**config.mk**
```make
export PLATFORM = sky130hd
export DESIGN_NAME = sprite_quad_vertex_setup_core_flat
export DESIGN_NICKNAME = d
export VERILOG_FILES = /design/src/design/sqvs_pkg.sv /design/src/design/sqvs_stream_if.sv /design/src/design/sqvs_div.sv /design/src/design/sprite_quad_vertex_setup_core.sv /design/src/flat_wrapper.sv
export SDC_FILE = /design/constraint.sdc
export NUM_CORES = 1
export LEC_CHECK = 0
export BUFFER_PORTS_ARGS = -buffer_cell sky130_fd_sc_hd__buf_2
export CAP_MARGIN = 20
export CORE_MARGIN = 2
export CORE_UTILIZATION = 37
export CTS_CLUSTER_SIZE = 25
export DETAILED_ROUTE_END_ITERATION = 12
export PLACE_DENSITY_LB_ADDON = 0.3
export SLEW_MARGIN = 20
export SYNTH_ARGS = -nofsm -noshare
export SYNTH_HDL_FRONTEND = slang
export SYNTH_MEMORY_MAX_BITS = 65536
export SYNTH_SLANG_ARGS = --single-unit
```
**constraint.sdc**
```tcl
create_clock -name clk_i -period 1.55 [get_ports clk_i]
set_input_delay 0.155 -clock clk_i [delete_from_list [all_inputs] [get_ports clk_i]]
set_output_delay 0.155 -clock clk_i [all_outputs]
set_load 0.02 [all_outputs]
```
**src/design/sqvs_pkg.sv**
```systemverilog
// ----------------------------------------------------------------------------
// Sprite quad vertex setup package
// Shared types, constants and helper functions.
// ----------------------------------------------------------------------------
package sqvs_pkg;

  // Quotient bits produced by the pipelined dividers.
  localparam int QuoW = 17;
  // Width of the signed intermediate used before output saturation.
  localparam int ValW = QuoW + 3;

  // Index of the last vertex beat of a sprite (six beats: 0..5).
  localparam logic [2:0] LastBeat = 3'd5;

  // Register indexes on the configuration port.
  localparam logic RegViewportW = 1'b0;
  localparam logic RegViewportH = 1'b1;

  // Angle quadrants.
  localparam logic [1:0] QuadFirst  = 2'd0;
  localparam logic [1:0] QuadSecond = 2'd1;
  localparam logic [1:0] QuadThird  = 2'd2;
  localparam logic [1:0] QuadFourth = 2'd3;

  // Coefficients of the sine approximation, Q16.
  localparam longint unsigned PolyA = 64'd102944;
  localparam longint unsigned PolyB = 64'd42047;
  localparam longint unsigned PolyC = 64'd4639;

  typedef logic signed [ValW-1:0] val_t;

  typedef struct packed {
    logic signed [15:0] dest_left;
    logic signed [15:0] dest_top;
    logic signed [15:0] dest_width;
    logic signed [15:0] dest_height;
    logic signed [15:0] src_left;
    logic signed [15:0] src_top;
    logic signed [15:0] src_width;
    logic signed [15:0] src_height;
    logic [15:0]        turn_angle;
    logic [31:0]        tint_rgba;
    logic [13:0]        texture_width;
    logic [13:0]        texture_height;
  } sprite_t;

  typedef struct packed {
    logic signed [15:0] ndc_x;
    logic signed [15:0] ndc_y;
    logic signed [15:0] tex_u;
    logic signed [15:0] tex_v;
    logic [31:0]        vertex_rgba;
    logic               last_vertex;
  } vertex_t;

  // Sideband that travels next to the dividers.
  typedef struct packed {
    logic        neg_x;
    logic        neg_y;
    logic        neg_u;
    logic        neg_v;
    logic [31:0] rgba;
    logic        last;
  } side_t;

  // Sine of a Q16 angle fraction of a quarter turn, Q1.14, capped at one.
  // Only evaluated on constants to build the quarter-wave table.
  function automatic logic [14:0] sine_poly(input longint unsigned x);
    longint unsigned x2;
    longint unsigned t;
    longint unsigned s;
    longint unsigned q;
    x2 = (x * x) >> 16;
    t  = (PolyC * x2) >> 16;
    t  = PolyB - t;
    t  = (t * x2) >> 16;
    t  = PolyA - t;
    s  = (t * x) >> 16;
    q  = (s + 64'd2) >> 2;
    if (q > 64'd16384) q = 64'd16384;
    return 15'(q);
  endfunction

  // Corner visited by each vertex beat: 0,1,2,2,1,3.
  function automatic logic [1:0] corner_of(input logic [2:0] beat);
    logic [1:0] c;
    case (beat)
      3'd0:    c = 2'd0;
      3'd1:    c = 2'd1;
      3'd2:    c = 2'd2;
      3'd3:    c = 2'd2;
      3'd4:    c = 2'd1;
      3'd5:    c = 2'd3;
      default: c = 2'd0;
    endcase
    return c;
  endfunction

  // Floor quotient from a magnitude quotient: a negative numerator was
  // divided as its one's complement, so the quotient is complemented too.
  function automatic val_t quo_signed(input logic [QuoW-1:0] m, input logic neg);
    val_t ext;
    ext = val_t'({1'b0, m});
    return neg ? ~ext : ext;
  endfunction

  function automatic logic signed [15:0] sat16(input val_t v);
    logic signed [15:0] r;
    if (v > val_t'(32767)) begin
      r = 16'sh7fff;
    end else if (v < -val_t'(32768)) begin
      r = -16'sh8000;
    end else begin
      r = 16'(v);
    end
    return r;
  endfunction

endpackage

```
**src/design/sqvs_stream_if.sv**
```systemverilog
// ----------------------------------------------------------------------------
// Sprite quad vertex setup stream interface
// Valid/ready channel carrying one payload beat per handshake.
// ----------------------------------------------------------------------------
interface sqvs_stream_if #(
  parameter type payload_t = logic
);
  logic     valid;
  logic     ready;
  payload_t data;

  modport source (output valid, output data, input ready);
  modport sink (input valid, input data, output ready);
endinterface

```
**src/design/sqvs_div.sv**
```systemverilog
// ----------------------------------------------------------------------------
// Sprite quad vertex setup divider
// Pipelined restoring divider, one quotient bit per stage, with overflow flag.
// ----------------------------------------------------------------------------
module sqvs_div
  import sqvs_pkg::*;
#(
  parameter int NumW = 32,
  parameter int DenW = 18
) (
  input  logic            clk_i,
  input  logic            en_i,
  input  logic [NumW-1:0] num_i,
  input  logic [DenW-1:0] den_i,
  output logic [QuoW-1:0] quo_o,
  output logic            ovf_o
);

  localparam int CmpW = (NumW > DenW + QuoW) ? NumW : DenW + QuoW;

  logic [NumW-1:0] rem_q [QuoW];
  logic [DenW-1:0] den_q [QuoW];
  logic [QuoW-1:0] quo_q [QuoW];
  logic            ovf_q [QuoW];

  for (genvar k = 0; k < QuoW; k++) begin : g_stage
    localparam int Sh = QuoW - 1 - k;
    logic [NumW-1:0] rem_in;
    logic [DenW-1:0] den_in;
    logic [QuoW-1:0] quo_in;
    logic            ovf_in;
    logic [CmpW-1:0] dsh;
    logic            take;

    if (k == 0) begin : g_first
      // The quotient does not fit when num >= den * 2^QuoW.
      assign rem_in = num_i;
      assign den_in = den_i;
      assign quo_in = '0;
      assign ovf_in = (CmpW'(num_i) >> QuoW) >= CmpW'(den_i);
    end else begin : g_next
      assign rem_in = rem_q[k-1];
      assign den_in = den_q[k-1];
      assign quo_in = quo_q[k-1];
      assign ovf_in = ovf_q[k-1];
    end

    assign dsh  = CmpW'(den_in) << Sh;
    assign take = CmpW'(rem_in) >= dsh;

    always_ff @(posedge clk_i) begin
      if (en_i) begin
        rem_q[k] <= take ? NumW'(CmpW'(rem_in) - dsh) : rem_in;
        den_q[k] <= den_in;
        quo_q[k] <= {quo_in[QuoW-2:0], take};
        ovf_q[k] <= ovf_in;
      end
    end
  end

  assign quo_o = quo_q[QuoW-1];
  assign ovf_o = ovf_q[QuoW-1];

endmodule

```
**src/design/sprite_quad_vertex_setup_core.sv**
```systemverilog
// ----------------------------------------------------------------------------
// Sprite quad vertex setup core
// Turns one sprite description into six vertices of two triangles.
// ----------------------------------------------------------------------------
// One sprite beat in gives six vertex beats out, corners 0,1,2,2,1,3, the
// sixth marked with last_vertex. The output channel moves one vertex per
// cycle while the consumer holds ready; a new sprite is taken in the cycle
// the previous one issues its sixth vertex, and also while results wait at
// the output as long as the sprite register is free. The sprite register
// feeds three stages of corner setup (table lookup, multiply, sum), then
// seventeen stages of pipelined division (one quotient bit per stage) and
// finally the output register. The whole vertex pipeline advances
// together whenever the output register is empty or being read.
// Viewport registers sit at byte addresses 0 (width) and 4 (height); a value
// of zero counts as one. Change them only while no sprite is in flight.
// ----------------------------------------------------------------------------
module sprite_quad_vertex_setup_core
  import sqvs_pkg::*;
#(
  parameter int SINE_TABLE_ENTRIES = 256
) (
  input  logic        clk_i,
  input  logic        rst_ni,
  sqvs_stream_if.sink   sprite_i,
  sqvs_stream_if.source vertex_o,
  input  logic        psel,
  input  logic        penable,
  input  logic        pwrite,
  input  logic [2:0]  paddr,
  input  logic [31:0] pwdata,
  output logic [31:0] prdata,
  output logic        pready
);

  localparam int IdxW = $clog2(SINE_TABLE_ENTRIES + 1);
  localparam logic [IdxW-1:0] TabN = IdxW'(SINE_TABLE_ENTRIES);

  // --------------------------------------------------------------------------
  // Configuration registers.
  // --------------------------------------------------------------------------
  logic [13:0] vw_q, vh_q;
  logic [13:0] vw_eff, vh_eff;

  always_ff @(posedge clk_i or negedge rst_ni) begin
    if (!rst_ni) begin
      vw_q <= 14'd1280;
      vh_q <= 14'd720;
    end else if (psel && penable && pwrite) begin
      case (paddr[2])
        RegViewportW: vw_q <= pwdata[13:0];
        RegViewportH: vh_q <= pwdata[13:0];
        default:      vw_q <= vw_q;
      endcase
    end
  end

  always_comb begin
    case (paddr[2])
      RegViewportW: prdata = {18'd0, vw_q};
      RegViewportH: prdata = {18'd0, vh_q};
      default:      prdata = '0;
    endcase
  end

  assign pready = 1'b1;
  assign vw_eff = (vw_q == 14'd0) ? 14'd1 : vw_q;
  assign vh_eff = (vh_q == 14'd0) ? 14'd1 : vh_q;

  // --------------------------------------------------------------------------
  // Quarter-wave sine table, built from constants at elaboration.
  // --------------------------------------------------------------------------
  logic [14:0] sine_tab [SINE_TABLE_ENTRIES+1];

  for (genvar i = 0; i <= SINE_TABLE_ENTRIES; i++) begin : g_sine
    localparam longint unsigned XPos = (longint'(i) << 16) / SINE_TABLE_ENTRIES;
    assign sine_tab[i] = sine_poly(XPos);
  end

  // --------------------------------------------------------------------------
  // Sprite register and vertex sequencer.
  // --------------------------------------------------------------------------
  logic        en;
  logic        in_acc;
  logic        busy_q;
  logic [2:0]  cnt_q;
  sprite_t     sprite_q;
  logic        out_valid_q;
  vertex_t     out_q;

  // The whole vertex pipeline moves when the output register can take a beat.
  assign en             = !out_valid_q || vertex_o.ready;
  assign sprite_i.ready = !busy_q || (en && cnt_q == LastBeat);
  assign in_acc         = sprite_i.valid && sprite_i.ready;

  always_ff @(posedge clk_i or negedge rst_ni) begin
    if (!rst_ni) begin
      busy_q <= 1'b0;
      cnt_q  <= '0;
    end else if (in_acc) begin
      busy_q <= 1'b1;
      cnt_q  <= '0;
    end else if (busy_q && en) begin
      if (cnt_q == LastBeat) begin
        busy_q <= 1'b0;
      end else begin
        cnt_q <= cnt_q + 3'd1;
      end
    end
  end

  always_ff @(posedge clk_i) begin
    if (in_acc) begin
      sprite_q <= sprite_i.data;
    end
  end

  // --------------------------------------------------------------------------
  // Stage 1: sine/cosine lookup and corner selection.
  // --------------------------------------------------------------------------
  logic [1:0]          corner;
  logic [1:0]          quad;
  logic [IdxW+13:0]    idx_prod;
  logic [IdxW-1:0]     idx, cidx;
  logic signed [15:0]  s_val, c_val, sn_d, cs_d;
  logic signed [16:0]  dw_x, dh_x;

  assign corner   = corner_of(cnt_q);
  assign quad     = sprite_q.turn_angle[15:14];
  assign idx_prod = (IdxW+14)'(sprite_q.turn_angle[13:0]) * (IdxW+14)'(TabN);
  assign idx      = idx_prod[IdxW+13:14];
  assign cidx     = TabN - idx;
  assign s_val    = 16'($unsigned(sine_tab[idx]));
  assign c_val    = 16'($unsigned(sine_tab[cidx]));
  assign dw_x     = 17'(sprite_q.dest_width);
  assign dh_x     = 17'(sprite_q.dest_height);

  always_comb begin
    case (quad)
      QuadFirst:  begin sn_d = s_val;  cs_d = c_val;  end
      QuadSecond: begin sn_d = c_val;  cs_d = -s_val; end
      QuadThird:  begin sn_d = -s_val; cs_d = -c_val; end
      QuadFourth: begin sn_d = -c_val; cs_d = s_val;  end
      default:    begin sn_d = s_val;  cs_d = c_val;  end
    endcase
  end

  logic               s1_valid_q;
  logic signed [15:0] s1_sn_q, s1_cs_q;
  logic signed [16:0] s1_rx_q, s1_ry_q;
  logic signed [17:0] s1_c2x_q, s1_c2y_q;
  logic signed [16:0] s1_eu_q, s1_ev_q;
  logic [13:0]        s1_tw_q, s1_th_q;
  logic [31:0]        s1_rgba_q;
  logic               s1_last_q;

  always_ff @(posedge clk_i or negedge rst_ni) begin
    if (!rst_ni) begin
      s1_valid_q <= 1'b0;
    end else if (en) begin
      s1_valid_q <= busy_q;
    end
  end

  always_ff @(posedge clk_i) begin
    if (en) begin
      s1_sn_q   <= sn_d;
      s1_cs_q   <= cs_d;
      s1_rx_q   <= corner[0] ? dw_x : -dw_x;
      s1_ry_q   <= corner[1] ? dh_x : -dh_x;
      // Center doubled, in 1/32 pixel.
      s1_c2x_q  <= 18'(sprite_q.dest_left) * 18'sd2 + 18'(sprite_q.dest_width);
      s1_c2y_q  <= 18'(sprite_q.dest_top) * 18'sd2 + 18'(sprite_q.dest_height);
      s1_eu_q   <= corner[0] ? 17'(sprite_q.src_left) + 17'(sprite_q.src_width)
                             : 17'(sprite_q.src_left);
      s1_ev_q   <= corner[1] ? 17'(sprite_q.src_top) + 17'(sprite_q.src_height)
                             : 17'(sprite_q.src_top);
      s1_tw_q   <= (sprite_q.texture_width == 14'd0) ? 14'd1 : sprite_q.texture_width;
      s1_th_q   <= (sprite_q.texture_height == 14'd0) ? 14'd1 : sprite_q.texture_height;
      s1_rgba_q <= sprite_q.tint_rgba;
      s1_last_q <= (cnt_q == LastBeat);
    end
  end

  // --------------------------------------------------------------------------
  // Stage 2: rotation products.
  // --------------------------------------------------------------------------
  logic               s2_valid_q;
  logic signed [32:0] s2_cx_q, s2_sy_q, s2_sx_q, s2_cy_q;
  logic signed [17:0] s2_c2x_q, s2_c2y_q;
  logic signed [16:0] s2_eu_q, s2_ev_q;
  logic [13:0]        s2_tw_q, s2_th_q;
  logic [31:0]        s2_rgba_q;
  logic               s2_last_q;

  always_ff @(posedge clk_i or negedge rst_ni) begin
    if (!rst_ni) begin
      s2_valid_q <= 1'b0;
    end else if (en) begin
      s2_valid_q <= s1_valid_q;
    end
  end

  always_ff @(posedge clk_i) begin
    if (en) begin
      s2_cx_q   <= 33'(s1_cs_q) * 33'(s1_rx_q);
      s2_sy_q   <= 33'(s1_sn_q) * 33'(s1_ry_q);
      s2_sx_q   <= 33'(s1_sn_q) * 33'(s1_rx_q);
      s2_cy_q   <= 33'(s1_cs_q) * 33'(s1_ry_q);
      s2_c2x_q  <= s1_c2x_q;
      s2_c2y_q  <= s1_c2y_q;
      s2_eu_q   <= s1_eu_q;
      s2_ev_q   <= s1_ev_q;
      s2_tw_q   <= s1_tw_q;
      s2_th_q   <= s1_th_q;
      s2_rgba_q <= s1_rgba_q;
      s2_last_q <= s1_last_q;
    end
  end

  // --------------------------------------------------------------------------
  // Stage 3: rounded numerators. Position is in 2^-19 pixel; adding half the
  // divisor turns the floor division into round-to-nearest.
  // --------------------------------------------------------------------------
  logic               s3_valid_q;
  logic signed [32:0] s3_nx_q, s3_ny_q;
  logic signed [26:0] s3_nu_q, s3_nv_q;
  logic [13:0]        s3_tw_q, s3_th_q;
  logic [31:0]        s3_rgba_q;
  logic               s3_last_q;

  always_ff @(posedge clk_i or negedge rst_ni) begin
    if (!rst_ni) begin
      s3_valid_q <= 1'b0;
    end else if (en) begin
      s3_valid_q <= s2_valid_q;
    end
  end

  always_ff @(posedge clk_i) begin
    if (en) begin
      s3_nx_q   <= {s2_c2x_q[17], s2_c2x_q, 14'd0} + s2_cx_q - s2_sy_q
                   + 33'({vw_eff, 3'd0});
      s3_ny_q   <= {s2_c2y_q[17], s2_c2y_q, 14'd0} + s2_sx_q + s2_cy_q
                   + 33'({vh_eff, 3'd0});
      s3_nu_q   <= {s2_eu_q[16], s2_eu_q, 9'd0} + 27'(s2_tw_q);
      s3_nv_q   <= {s2_ev_q[16], s2_ev_q, 9'd0} + 27'(s2_th_q);
      s3_tw_q   <= s2_tw_q;
      s3_th_q   <= s2_th_q;
      s3_rgba_q <= s2_rgba_q;
      s3_last_q <= s2_last_q;
    end
  end

  // --------------------------------------------------------------------------
  // Dividers. A negative numerator is divided as its one's complement, which
  // gives the floor quotient after complementing the result.
  // --------------------------------------------------------------------------
  logic [QuoW-1:0] qx, qy, qu, qv;
  logic            ox, oy, ou, ov;

  sqvs_div #(.NumW(32), .DenW(18)) u_div_x (
    .clk_i (clk_i),
    .en_i  (en),
    .num_i (s3_nx_q[31:0] ^ {32{s3_nx_q[32]}}),
    .den_i ({vw_eff, 4'd0}),
    .quo_o (qx),
    .ovf_o (ox)
  );

  sqvs_div #(.NumW(32), .DenW(18)) u_div_y (
    .clk_i (clk_i),
    .en_i  (en),
    .num_i (s3_ny_q[31:0] ^ {32{s3_ny_q[32]}}),
    .den_i ({vh_eff, 4'd0}),
    .quo_o (qy),
    .ovf_o (oy)
  );

  sqvs_div #(.NumW(26), .DenW(15)) u_div_u (
    .clk_i (clk_i),
    .en_i  (en),
    .num_i (s3_nu_q[25:0] ^ {26{s3_nu_q[26]}}),
    .den_i ({s3_tw_q, 1'b0}),
    .quo_o (qu),
    .ovf_o (ou)
  );

  sqvs_div #(.NumW(26), .DenW(15)) u_div_v (
    .clk_i (clk_i),
    .en_i  (en),
    .num_i (s3_nv_q[25:0] ^ {26{s3_nv_q[26]}}),
    .den_i ({s3_th_q, 1'b0}),
    .quo_o (qv),
    .ovf_o (ov)
  );

  // Sideband delay line matched to the divider latency.
  logic  sb_valid_q [QuoW];
  side_t sb_q [QuoW];

  always_ff @(posedge clk_i or negedge rst_ni) begin
    if (!rst_ni) begin
      for (int k = 0; k < QuoW; k++) sb_valid_q[k] <= 1'b0;
    end else if (en) begin
      sb_valid_q[0] <= s3_valid_q;
      for (int k = 1; k < QuoW; k++) sb_valid_q[k] <= sb_valid_q[k-1];
    end
  end

  always_ff @(posedge clk_i) begin
    if (en) begin
      sb_q[0] <= '{neg_x: s3_nx_q[32], neg_y: s3_ny_q[32], neg_u: s3_nu_q[26],
                   neg_v: s3_nv_q[26], rgba: s3_rgba_q, last: s3_last_q};
      for (int k = 1; k < QuoW; k++) sb_q[k] <= sb_q[k-1];
    end
  end

  // --------------------------------------------------------------------------
  // Output stage: offset, saturation and the output register.
  // --------------------------------------------------------------------------
  side_t   sb_last;
  val_t    vx, vy, vu, vv;
  vertex_t out_d;

  assign sb_last = sb_q[QuoW-1];
  assign vx = quo_signed(qx, sb_last.neg_x) - val_t'(16384);
  assign vy = val_t'(16384) - quo_signed(qy, sb_last.neg_y);
  assign vu = quo_signed(qu, sb_last.neg_u);
  assign vv = quo_signed(qv, sb_last.neg_v);

  always_comb begin
    out_d.ndc_x       = ox ? (sb_last.neg_x ? -16'sh8000 : 16'sh7fff) : sat16(vx);
    out_d.ndc_y       = oy ? (sb_last.neg_y ? 16'sh7fff : -16'sh8000) : sat16(vy);
    out_d.tex_u       = ou ? (sb_last.neg_u ? -16'sh8000 : 16'sh7fff) : sat16(vu);
    out_d.tex_v       = ov ? (sb_last.neg_v ? -16'sh8000 : 16'sh7fff) : sat16(vv);
    out_d.vertex_rgba = sb_last.rgba;
    out_d.last_vertex = sb_last.last;
  end

  always_ff @(posedge clk_i or negedge rst_ni) begin
    if (!rst_ni) begin
      out_valid_q <= 1'b0;
    end else if (en) begin
      out_valid_q <= sb_valid_q[QuoW-1];
    end
  end

  always_ff @(posedge clk_i) begin
    if (en) begin
      out_q <= out_d;
    end
  end

  assign vertex_o.valid = out_valid_q;
  assign vertex_o.data  = out_q;

`ifndef ASSERT_OFF
  // A sprite is only taken over a busy sequencer when it issues its last vertex.
  a_accept_at_last: assert property (@(posedge clk_i) disable iff (!rst_ni)
    (in_acc && busy_q) |-> (en && cnt_q == LastBeat))
    else $error("sprite accepted while sequencer is mid-sprite");

  // After the last beat with no new sprite, the sequencer goes idle.
  a_idle_after_last: assert property (@(posedge clk_i) disable iff (!rst_ni)
    (busy_q && en && cnt_q == LastBeat && !in_acc) |=> !busy_q)
    else $error("sequencer did not release after the sixth vertex");

  // A stalled pipeline keeps the first stage's beat in place.
  a_stall_holds: assert property (@(posedge clk_i) disable iff (!rst_ni)
    (!en && s1_valid_q) |=> (s1_valid_q && $stable(s1_last_q)))
    else $error("vertex beat lost during a stall");
`endif

endmodule
```
**src/flat_wrapper.sv**
```systemverilog
// flat-port wrapper written by rule: the top's interface ports become plain ports
module sprite_quad_vertex_setup_core_flat import sqvs_pkg::*;
#(
  parameter int SINE_TABLE_ENTRIES = 256
)
  (clk_i, rst_ni, psel, penable, pwrite, paddr, pwdata, prdata, pready, sprite_i_valid, sprite_i_data, sprite_i_ready, vertex_o_valid, vertex_o_data, vertex_o_ready);
  sqvs_stream_if sprite_i_i ();
  sqvs_stream_if vertex_o_i ();
  input  logic clk_i;
  input  logic rst_ni;
  input  logic psel;
  input  logic penable;
  input  logic pwrite;
  input  logic [2:0] paddr;
  input  logic [31:0] pwdata;
  output logic [31:0] prdata;
  output logic pready;
  input wire logic [$bits(sprite_i_i.valid)-1:0] sprite_i_valid;
  input wire logic [$bits(sprite_i_i.data)-1:0] sprite_i_data;
  output wire logic [$bits(sprite_i_i.ready)-1:0] sprite_i_ready;
  output wire logic [$bits(vertex_o_i.valid)-1:0] vertex_o_valid;
  output wire logic [$bits(vertex_o_i.data)-1:0] vertex_o_data;
  input wire logic [$bits(vertex_o_i.ready)-1:0] vertex_o_ready;
  assign sprite_i_i.valid = sprite_i_valid;
  assign sprite_i_i.data = sprite_i_data;
  assign sprite_i_ready = sprite_i_i.ready;
  assign vertex_o_valid = vertex_o_i.valid;
  assign vertex_o_data = vertex_o_i.data;
  assign vertex_o_i.ready = vertex_o_ready;
  sprite_quad_vertex_setup_core #(.SINE_TABLE_ENTRIES(SINE_TABLE_ENTRIES)) u_core (.clk_i(clk_i), .rst_ni(rst_ni), .sprite_i(sprite_i_i), .vertex_o(vertex_o_i), .psel(psel), .penable(penable), .pwrite(pwrite), .paddr(paddr), .pwdata(pwdata), .prdata(prdata), .pready(pready));
endmodule
```
==> metrics.txt <==
Post-layout nets 325; Clk pin slew, worst setup/hold paths about 0.070 ns; Routed WL per cell 12.3 um; setup violators final 0; skew final 0.00374 ns; critical path endpoint category output pin; post-DP HPWL between 3000 and 4000 um; initial core utilization 38.0%; final hold vios 0; H-tree depth reported by CTS 3; row cnt 33; I/O Buffers 38; type of the worst min-delay path in2reg; Synth Area per Inst 13.4 um2; DRC viols 0; root buffer cell clkbuf_8; setup_tns 0 ns; top_reg_cell synth dfrtp_1; Initial DRT Pass Iterations 4; power consumption 6440 uW; CP max stage cell dfrtp_1; cell taking the most area after synthesis dfrtp_1; antenna viol nets, final 0; Syn Inst Count 231; Die W 95.6 um; Pwr Density about 1800 mW/mm2; post-route minimum period between 1 and 1.5 ns; Worst-Skew Late Latency 0.33 ns; critical path peak fanout 9; vias post-DR 1746; critical path class reg2out; ranking of synthesized cells by area dfrtp_1, edfxtp_1, mux2_2; core area 0.00818 mm2; count of final max-slew check failures 0; clk buf depth 2; crit-path cells nor2b_1, buf_4, o21ai_2, buf_6; top post-synthesis cells by count nand2_1, dfrtp_1, mux2_2, edfxtp_1, buf_4; CP startpoint kind flip-flop; first-pass GRT wire length 7690 um; sequential share of the synthesized area 63.2%; CTS Sinks 74; Post-Syn Area 0.00311 mm2; Final WS setup between 0.08 and 0.09 ns; CTS tree built; RePlAce Congestion 0.698; share of cells above drive strength 1 between 40% and 50%; Die Span Y 95.6 um; die area 0.00915 mm2; period utilisation layout around 94%; Num CTS Buffers 9; count of state elements after synthesis 74; Post-synth EDFFs 21; synthesis warning total 0; Pleak 0.00176 uW; max cap viols 0; worst path required time approximately 1.4 ns; n_diodes 0; DP Worst Slack 0.190 ns; initial antenna violation count 0; count leader, synth nand2_1; gr ovfl total 0; status finished clean; area delta synth->final 17.4%; Yosys cell types 29; initial DRC count 64; RSZ-0062 raised after global routing false; ys async rst share slightly above 70%; Routed WL about 4800 um; Critical Path AT 1.31 ns; CP peak stage delay 0.40 ns; maximum VDD drop 500 uV; vias in the first global route 1607; fmax 683 MHz; largest net degree at the start of global routing 54; top cell type's share of synthesized area between 30% and 40%; gr usage total 11.3%; Vias per Instance 4.48; I/O Pins approximately 80
worst max-delay path, delay by kind of cell, from the launching register on:
kind            cells  cell delay, ns
compound gates      1            0.15
buf+inv             2            0.30
flops               1            0.40
simple gates        1            0.14
path summary, 6_finish.rpt:
path	from	endpoint	slack, ns	depth (start not counted)
worst max-delay path	u_core.vertex_o.valid	sprite_i_ready	0.09	4
worst min-delay path	sprite_i_valid	u_core.busy_q	0.04	3
worst max register to register	u_core.vertex_o.valid	u_core.sb_q[15][0]	0.18	4
worst min register to register	u_core.s3_last_q	u_core.sb_q[0][0]	0.42	0
max in group asynchronous	rst_ni	u_core.vw_q[8]	0.92	3
min in group asynchronous	rst_ni	u_core.vw_q[9]	0.34	3
cell type report:
class	instances	area, um2
Fill cell	765	4530
Sequential cell	74	1960
Multi-Input combinational cell	141	1010
Timing Repair Buffer	49	294
Tap cell	105	131
Clock buffer	9	124
Clock inverter	7	108
Inverter	5	18.8
through the flow:
step           util, %  hold WS, ns  instances  area (um2)
6_report          44.6       0.0366        390        3650
5_1_grt           44.6       0.0399        390        3650
4_1_cts           44.2       0.0247        389        3610
3_5_place_dp      41.1        0.171        371        3360
3_3_place_gp      41.1        0.171        371        3360
2_1_floorplan        -       -0.141        248        3170
metal layers:
layer | global-route usage, % | vias up | wire length, um
li1 | - | 838 | -
met1 | 15.7 | 869 | 2260
met2 | 15.9 | 30 | 2270
met3 | 3.08 | 9 | 161
met4 | 6.07 | 0 | 105
met5 | 0 | - | 0
placed cells by master (no fill, tap or decap), drive strengths merged:
cell,n
nand2b,1
dlygate4sd3,1
nor4,1
ha,2
conb,19
and3,1
a21oi,1
a22o,1
nor2,1
o21ai,2
buf,48
mux2,42
o211ai,2
dfstp,6
nand3,1
nand2,60
a211o,1
nor2b,1
clkbuf,9
nand4,1
bufinv,3
o31ai,1
clkinv,4
nand3b,1
edfxtp,21
inv,5
dfrtp,47
nand4b,2
cell families (layout without fill, tap and decap cells):
family / Yosys count / after routing / share of synthesized area, %
flip-flops: 74 / 74 / 63.2
AND/OR/NAND/NOR: 70 / 70 / 10.3
multiplexers: 42 / 42 / 16.4
buffers and inverters: 33 / 70 / 7.21
AO/OA/AOI/OAI: 8 / 8 / 1.77
adder cells (fa/ha/maj): 2 / 2 / 0.805
other: 2 / 19 / 0.242
power breakdown:
part	internal [uW]	total (uW)	leakage, uW	switching, uW
clock	1050	1720	0.000118	665
sequential	2890	3230	0.000851	338
combinational	695	1490	0.000790	794
state kept, by name, summed over array words and instances, names as in the netlist:
register               cells
u_core.s1_valid_q          1
u_core.s1_last_q           1
u_core.s2_valid_q          1
u_core.s3_last_q           1
u_core.vertex_o.valid      1
u_core.s2_last_q           1
u_core.sb_valid_q         17
u_core.busy_q              1
u_core.vh_q               14
u_core.s3_valid_q          1
u_core.vw_q               14
u_core.cnt_q               3
u_core.vertex_o.data       1
u_core.sb_q               17
timing repair:
item | in CTS | in global routing
pin swaps | 0 | 1
hold buffers | 1 | 0
endpoints found under the setup margin | 1 | 1
buffers inserted | 1 | 1
hold endpoints to repair | 47 | 0
gates resized for setup | 3 | 6
No activity file was read; power rests on OpenSTA's default activity.
